### src/hw/rtl/msrc_pkg.sv
`timescale 1ns / 1ps
// ----------------------------------------------------------------------------
// msrc_pkg
// shared types, codes and the crc-16/modbus byte update for the reply checker
// ----------------------------------------------------------------------------
package msrc_pkg;

    localparam int BYTE_W    = 8;
    localparam int WORD_W    = 16;
    localparam int POS_W     = 4;
    localparam int CFG_IDX_W = 8;

    localparam logic [WORD_W-1:0] CRC_INIT = 16'hFFFF;
    localparam logic [WORD_W-1:0] CRC_POLY = 16'hA001;
    localparam logic [BYTE_W-1:0] FUNC_READ = 8'h03;
    localparam logic [POS_W-1:0]  COUNT_SPEED     = 4'd2;
    localparam logic [POS_W-1:0]  COUNT_DIRECTION = 4'd4;
    localparam logic [POS_W-1:0]  POS_ADDRESS  = 4'd0;
    localparam logic [POS_W-1:0]  POS_FUNCTION = 4'd1;
    localparam logic [POS_W-1:0]  POS_COUNT    = 4'd2;
    localparam logic [POS_W-1:0]  POS_DATA_HI  = 4'd3;
    localparam logic [POS_W-1:0]  POS_DATA_LO  = 4'd4;

    localparam logic [BYTE_W-1:0] SPEED_ADDR_RESET     = 8'd1;
    localparam logic [BYTE_W-1:0] DIRECTION_ADDR_RESET = 8'd2;

    // configuration register indexes
    localparam logic [CFG_IDX_W-1:0] CFG_SPEED_ADDR     = 8'd0;
    localparam logic [CFG_IDX_W-1:0] CFG_DIRECTION_ADDR = 8'd1;

    typedef enum logic [2:0] {
        FAIL_NONE     = 3'd0,
        FAIL_ADDRESS  = 3'd1,
        FAIL_FUNCTION = 3'd2,
        FAIL_COUNT    = 3'd3,
        FAIL_CRC      = 3'd4
    } fail_t;

    typedef struct packed {
        logic              valid;
        logic              accepted;
        logic              kind;
        logic [WORD_W-1:0] reading;
        fail_t             reason;
    } result_t;

    function automatic logic [WORD_W-1:0] crc_feed(input logic [WORD_W-1:0] crc_in,
                                                   input logic [BYTE_W-1:0] b);
        logic [WORD_W-1:0] c;
        c = crc_in ^ {{(WORD_W-BYTE_W){1'b0}}, b};
        for (int k = 0; k < BYTE_W; k++) begin
            if (c[0]) begin
                c = (c >> 1) ^ CRC_POLY;
            end else begin
                c = c >> 1;
            end
        end
        return c;
    endfunction

endpackage

### src/hw/rtl/modbus_sensor_reply_checker_core.sv
`timescale 1ns / 1ps
// ----------------------------------------------------------------------------
// modbus_sensor_reply_checker_core
// checks modbus rtu replies from a wind speed or wind direction sensor
// ----------------------------------------------------------------------------
// result path: the frame's deciding byte, once accepted, passes the input register
//   and then the result register before its result appears on m_*
// throughput: one byte per cycle while m_tready is high; the crc byte update
//   is combinational between the input register and the parser's crc register
// reset: synchronous, active low; parser goes idle, addresses return to 1 and 2
// ----------------------------------------------------------------------------
module modbus_sensor_reply_checker_core (
    input  logic                              aclk,
    input  logic                              aresetn,

    // reply byte stream
    input  logic                              s_tvalid,
    output logic                              s_tready,
    input  logic [7:0]                        s_tdata,   // [7:0] rx_byte
    input  logic                              s_tuser,   // [0] frame_start

    // at most one result item per frame
    output logic                              m_tvalid,
    input  logic                              m_tready,
    output logic [23:0]                       m_tdata,   // [0] accepted, [16:1] reading,
                                                         // [19:17] fail_reason, rest zero
    output logic                              m_tuser,   // [0] sensor_kind

    // configuration writes
    input  logic                              cfg_valid,
    output logic                              cfg_ready,
    input  logic [msrc_pkg::CFG_IDX_W-1:0]    cfg_index,
    input  logic [msrc_pkg::BYTE_W-1:0]       cfg_data
);

    // configuration registers
    logic [msrc_pkg::BYTE_W-1:0] speed_addr_reg;
    logic [msrc_pkg::BYTE_W-1:0] direction_addr_reg;

    // input register
    logic                        in_valid_reg;
    logic [msrc_pkg::BYTE_W-1:0] in_byte_reg;
    logic                        in_start_reg;

    // result register
    logic                        out_valid_reg, out_valid_next;
    msrc_pkg::result_t           out_reg;

    msrc_pkg::result_t           result;
    logic                        step;
    logic                        s_fire;

    // configuration is always taken; the user must write only while idle, the block does not enforce it
    assign cfg_ready = 1'b1;

    always_ff @(posedge aclk) begin
        if (!aresetn) begin
            speed_addr_reg     <= msrc_pkg::SPEED_ADDR_RESET;
            direction_addr_reg <= msrc_pkg::DIRECTION_ADDR_RESET;
        end else if (cfg_valid) begin
            case (cfg_index)
                msrc_pkg::CFG_SPEED_ADDR:     speed_addr_reg     <= cfg_data;
                msrc_pkg::CFG_DIRECTION_ADDR: direction_addr_reg <= cfg_data;
                default: ;  // unknown index, write dropped
            endcase
        end
    end

    // the registered byte moves on whenever the result register can take
    // whatever it produces
    assign step     = in_valid_reg && (!out_valid_reg || m_tready);
    assign s_tready = !in_valid_reg || step;
    assign s_fire   = s_tvalid && s_tready;

    always_ff @(posedge aclk) begin
        if (!aresetn) begin
            in_valid_reg <= 1'b0;
        end else if (s_tready) begin
            in_valid_reg <= s_tvalid;
        end
    end

    always_ff @(posedge aclk) begin
        if (s_fire) begin
            in_byte_reg  <= s_tdata;
            in_start_reg <= s_tuser;
        end
    end

    msrc_parser u_parser (
        .aclk           (aclk),
        .aresetn        (aresetn),
        .step           (step),
        .rx_byte        (in_byte_reg),
        .frame_start    (in_start_reg),
        .speed_addr     (speed_addr_reg),
        .direction_addr (direction_addr_reg),
        .result         (result)
    );

    // result register: loads on a frame verdict, clears when taken
    always_comb begin
        out_valid_next = out_valid_reg;
        if (step && result.valid) begin
            out_valid_next = 1'b1;
        end else if (m_tready) begin
            out_valid_next = 1'b0;
        end
    end

    always_ff @(posedge aclk) begin
        if (!aresetn) begin
            out_valid_reg <= 1'b0;
        end else begin
            out_valid_reg <= out_valid_next;
        end
    end

    always_ff @(posedge aclk) begin
        if (step && result.valid) begin
            out_reg <= result;
        end
    end

    assign m_tvalid = out_valid_reg;
    assign m_tdata  = {4'b0000, out_reg.reason, out_reg.reading, out_reg.accepted};
    assign m_tuser  = out_reg.kind;

endmodule

### src/hw/rtl/msrc_parser.sv
`timescale 1ns / 1ps
// ----------------------------------------------------------------------------
// msrc_parser
// frame state and per-byte header, data and crc checking
// ----------------------------------------------------------------------------
module msrc_parser (
    input  logic                          aclk,
    input  logic                          aresetn,
    input  logic                          step,
    input  logic [msrc_pkg::BYTE_W-1:0]   rx_byte,
    input  logic                          frame_start,
    input  logic [msrc_pkg::BYTE_W-1:0]   speed_addr,
    input  logic [msrc_pkg::BYTE_W-1:0]   direction_addr,
    output msrc_pkg::result_t             result
);

    logic [msrc_pkg::POS_W-1:0]  pos_reg,      pos_next;
    logic                        active_reg,   active_next;
    logic                        dir_reg,      dir_next;
    logic [msrc_pkg::WORD_W-1:0] crc_reg,      crc_next;
    logic [msrc_pkg::WORD_W-1:0] data_reg,     data_next;
    logic [msrc_pkg::BYTE_W-1:0] crc_low_reg,  crc_low_next;

    logic [msrc_pkg::POS_W-1:0]  pos_e;
    logic                        dir_e;
    logic [msrc_pkg::WORD_W-1:0] crc_e;
    logic [msrc_pkg::WORD_W-1:0] data_e;
    logic [msrc_pkg::BYTE_W-1:0] crc_low_e;
    logic [msrc_pkg::POS_W-1:0]  count;
    logic [msrc_pkg::POS_W-1:0]  crc_pos;
    logic                        emit;

    always_comb begin
        // a start mark restarts the frame at this byte
        pos_e     = frame_start ? '0 : pos_reg;
        dir_e     = frame_start ? 1'b0 : dir_reg;
        crc_e     = frame_start ? msrc_pkg::CRC_INIT : crc_reg;
        data_e    = frame_start ? '0 : data_reg;
        crc_low_e = frame_start ? '0 : crc_low_reg;

        count   = dir_e ? msrc_pkg::COUNT_DIRECTION : msrc_pkg::COUNT_SPEED;
        crc_pos = msrc_pkg::POS_DATA_HI + count;

        active_next  = frame_start | active_reg;
        pos_next     = pos_e;
        dir_next     = dir_e;
        crc_next     = crc_e;
        data_next    = data_e;
        crc_low_next = crc_low_e;
        emit         = 1'b0;

        result          = '0;
        result.kind     = dir_e;
        result.reason   = msrc_pkg::FAIL_NONE;

        if (active_next) begin
            if (pos_e == msrc_pkg::POS_ADDRESS) begin
                if (rx_byte == speed_addr) begin
                    dir_next = 1'b0;
                end else if (rx_byte == direction_addr) begin
                    dir_next = 1'b1;
                end else begin
                    emit          = 1'b1;
                    result.kind   = 1'b0;
                    result.reason = msrc_pkg::FAIL_ADDRESS;
                end
            end else if (pos_e == msrc_pkg::POS_FUNCTION) begin
                if (rx_byte != msrc_pkg::FUNC_READ) begin
                    emit          = 1'b1;
                    result.reason = msrc_pkg::FAIL_FUNCTION;
                end
            end else if (pos_e == msrc_pkg::POS_COUNT) begin
                if (rx_byte != {{(msrc_pkg::BYTE_W-msrc_pkg::POS_W){1'b0}}, count}) begin
                    emit          = 1'b1;
                    result.reason = msrc_pkg::FAIL_COUNT;
                end
            end else if (pos_e < crc_pos) begin
                if (pos_e == msrc_pkg::POS_DATA_HI) begin
                    data_next = {rx_byte, data_e[msrc_pkg::BYTE_W-1:0]};
                end else if (pos_e == msrc_pkg::POS_DATA_LO) begin
                    data_next = {data_e[msrc_pkg::WORD_W-1:msrc_pkg::BYTE_W], rx_byte};
                end
            end else if (pos_e == crc_pos) begin
                crc_low_next = rx_byte;
            end else begin
                // both crc bytes must match
                emit = 1'b1;
                if (crc_low_e == crc_e[msrc_pkg::BYTE_W-1:0] &&
                    rx_byte == crc_e[msrc_pkg::WORD_W-1:msrc_pkg::BYTE_W]) begin
                    result.accepted = 1'b1;
                    result.reading  = data_e;
                    result.reason   = msrc_pkg::FAIL_NONE;
                end else begin
                    result.reason   = msrc_pkg::FAIL_CRC;
                end
            end

            if (emit) begin
                active_next = 1'b0;
            end else begin
                if (pos_e < crc_pos) begin
                    crc_next = msrc_pkg::crc_feed(crc_e, rx_byte);
                end
                pos_next = pos_e + 1'b1;
            end
        end

        result.valid = emit;
    end

    always_ff @(posedge aclk) begin
        if (!aresetn) begin
            pos_reg     <= '0;
            active_reg  <= 1'b0;
            dir_reg     <= 1'b0;
            crc_reg     <= msrc_pkg::CRC_INIT;
            data_reg    <= '0;
            crc_low_reg <= '0;
        end else if (step) begin
            pos_reg     <= pos_next;
            active_reg  <= active_next;
            dir_reg     <= dir_next;
            crc_reg     <= crc_next;
            data_reg    <= data_next;
            crc_low_reg <= crc_low_next;
        end
    end

endmodule

### config.mk
export PLATFORM = sky130hd
export DESIGN_NAME = modbus_sensor_reply_checker_core
export DESIGN_NICKNAME = d
export VERILOG_FILES = /design/src/hw/rtl/msrc_pkg.sv /design/src/hw/rtl/modbus_sensor_reply_checker_core.sv /design/src/hw/rtl/msrc_parser.sv
export SDC_FILE = /design/constraint.sdc
export NUM_CORES = 1
export LEC_CHECK = 0
export ABC_CLOCK_PERIOD_IN_PS = 3500
export BUFFER_PORTS_ARGS = -buffer_cell sky130_fd_sc_hd__buf_2
export CAP_MARGIN = 20
export CELL_PAD_IN_SITES_DETAIL_PLACEMENT = 2
export CELL_PAD_IN_SITES_GLOBAL_PLACEMENT = 2
export CORE_UTILIZATION = 34
export DETAILED_ROUTE_END_ITERATION = 12
export PLACE_DENSITY = 0.83
export SYNTH_ARGS = -nofsm -noshare
export SYNTH_HDL_FRONTEND = slang
export SYNTH_SLANG_ARGS = --single-unit
### constraint.sdc
create_clock -name aclk -period 3.5 [get_ports aclk]
set_input_delay 0.525 -clock aclk [delete_from_list [all_inputs] [get_ports aclk]]
set_output_delay 0.525 -clock aclk [all_outputs]
set_load 0.05 [all_outputs]
==> qor.yml <==
synth_cell_types: 59
synth_ff_type: "dfxtp_1"
holdWs_ps: 343
clock_latency_ps: 360
area.growth.synth_to_final_pct: 14.0
die_x_um: 119
start_kind: "register"
p_per_area_nw_per_um2: 441
async_flop_share: 0
portBuffers: 52
drive_gt1_frac: 0.191
first_global_vias: 3884
leakage_nw: 2.06
multi_input_area_um2: 2280
hold_violations: 0
grt_setup_unrepaired: "false"
worst_pin_slew_ps: 740
hold-path-cell-count: 1
max_slew_margin: 0.506
ff_latch_area_um2: 2180
ys_ff_latch: 94
synth_warnings: 0
max_freq_mhz: 337
syn_area_um2: 4690
maxCapViolations: 0
fillers: 1443
rr_worst_depth: 7
avgSynthCellArea_um2: 10.7
grt_overflow: 0
setup_tns_ps: 0
cts_hold_buf: 0
post_cts_resized: 0
setup_viol: 0
crit_type: "reg -> reg"
clockBufferDepth: 2
clock_skew_ps: 8.02
core_area_um2: 13300
start_util: 0.351
fin_crit_sh: 0.848
crit_path_max_fanout: 18
dieArea_um2: 14300
cts_setup_buffers: 0
largest_register_ffs: 20
ir_worst_vdd_mv: 0.258
via_per_inst: 5.18
antenna_found_initial: 0
cts.reportedPaths.clkPinSlew_ps: 60
cts-root-buf: "clkbuf_16"
rows: 42
die_h_um: 119
worstHoldPathType: "in -> reg"
status: "finished clean"
cts_buffers: 9
route.vias.total: 3442
wl_per_cell_um: 19.3
synth-edff-count: 30
arrival_ps: 3090
cts_tree: "done"
crit_path_end_kind: "register"
grt_max_degree: 37
dp_hpwl_mm: 9.24
crit_required_ps: 3620
htree_levels: 3
io_pins: 58
ant_nets: 0
gp_congestion: 0.902
drt_wl_total_mm: 12.8
drtIter0Drc: 153
diodes: 0
drtPass1Iterations: 4
finalCriticalPeriod_ps: 2970
grt_usage: 0.197
syn_inst: 440
drc: 0
grt_first_pass_wirelength_mm: 21.1
report.final.slew_viol_count: 0
fin_nets: 518
clock_sinks: 94
ys_seq_area_frac: 0.465
## placed cells by master (no fill, tap or decap), drive strengths merged, types with 2 or more instances in the layout
cell,Yosys,final
dfxtp,64,64
buf,22,60
nor2b,44,44
xnor2,34,34
edfxtp,30,30
nor2,26,26
xor2,25,25
a22oi,25,25
and2,19,19
mux2i,16,16
o22a,16,16
nand2,12,12
clkbuf,9,11
o21ai,10,10
a21oi,9,9
nor4,8,8
inv,7,7
nor3,6,6
nand4,5,5
ha,5,5
conb,2,5
a21boi,5,5
a31oi,4,4
a21o,4,4
nand2b,3,3
and3,3,3
nand3,3,3
nor4b,2,2
a41oi,2,2
o21a,2,2
nand4b,2,2
clkinvlp,0,2
or2,2,2
clkinv,0,2
## final timing paths
check / start / end / slack (ps)
worst max-delay path: in_byte_reg[0] / m_tdata[14] / 530
worst min-delay path: s_tdata[2] / in_byte_reg[2] / 340
worst max register to register: in_byte_reg[0] / m_tdata[14] / 530
worst min register to register: u_parser.dir_reg / u_parser.dir_reg / 490
## layer usage
layer  wire [um]  GRT usage
met5           0          0
met2        6730      0.362
met1        5400      0.223
met3         432     0.0393
met4         234     0.0742
## logic make-up (layout without fill, tap and decap cells)
logic type | after synthesis | count (layout) | synth area share
xor+xnor | 61 | 61 | 0.126
simple gates | 139 | 139 | 0.171
compound gates | 85 | 85 | 0.138
mux | 16 | 16 | 0.0342
fa+ha+maj | 5 | 5 | 0.0133
other cells | 2 | 5 | 0.00160
buf+inv | 38 | 83 | 0.0504
flops | 94 | 94 | 0.465
## per-stage QoR
stage | power (W) | instance area (um^2) | setup WS (ps) | utilization | cells
2_1_floorplan | 0.00133 | 4700 | 59.5 | - | 443
3_5_place_dp | 0.00138 | 5040 | 572 | 0.378 | 648
4_1_cts | 0.00239 | 5350 | 504 | 0.401 | 664
3_3_place_gp | 0.00137 | 5040 | 779 | 0.378 | 648
6_report | 0.00236 | 5350 | 532 | 0.401 | 664
5_1_grt | 0.00243 | 5350 | 368 | 0.401 | 664
## power by group
group          switching (W)  internal [W]  total (W)
clock network       0.000425      0.000573   0.000998
registers          0.0000245       0.00113    0.00116
logic               0.000114     0.0000845   0.000199
## cell usage after synthesis, types with 2 or more instances
library cell,number,area share
o21ai_1,4,0.0043
buf_6,7,0.017
ha_1,5,0.013
a31oi_1,4,0.0053
o21ai_0,5,0.0053
o21a_1,2,0.0032
nor4_1,8,0.011
nor2_1,23,0.018
dfxtp_1,64,0.27
nor4b_1,2,0.0037
and3_1,3,0.0040
buf_1,2,0.0016
a21boi_0,4,0.0064
nand2_1,12,0.0096
clkbuf_1,9,0.0072
nand3_1,3,0.0032
mux2i_1,16,0.034
nor2_2,3,0.0040
o22a_1,15,0.028
xnor2_1,32,0.060
buf_4,10,0.016
nor2b_1,44,0.059
buf_2,3,0.0032
edfxtp_1,30,0.19
inv_1,7,0.0056
a22oi_1,25,0.040
a21oi_1,9,0.0096
nand4b_1,2,0.0037
a41oi_2,2,0.0069
conb_1,2,0.0016
and2_1,18,0.024
nand4_1,5,0.0067
a21o_1,4,0.0064
xor2_1,25,0.047
nand2b_1,3,0.0040
nor3_1,5,0.0053
## critical path, stage by stage, from the launching register on
cell	delay, ps
edfxtp_1	730
xor2_1	180
nor4_1	490
nand2_1	240
a41oi_2	300
and2_0	410
nor2_2	180
buf_12	190
## area by class of cell
type | count | share of cell area
inverters | 7 | 0.00491
multi-input cells | 311 | 0.427
repair buffers | 60 | 0.0623
clock buffers | 11 | 0.0454
flip-flops and latches | 94 | 0.408
well taps | 176 | 0.0412
clock inverters | 5 | 0.0110
Note: power is estimated with default switching activity, not from simulation.
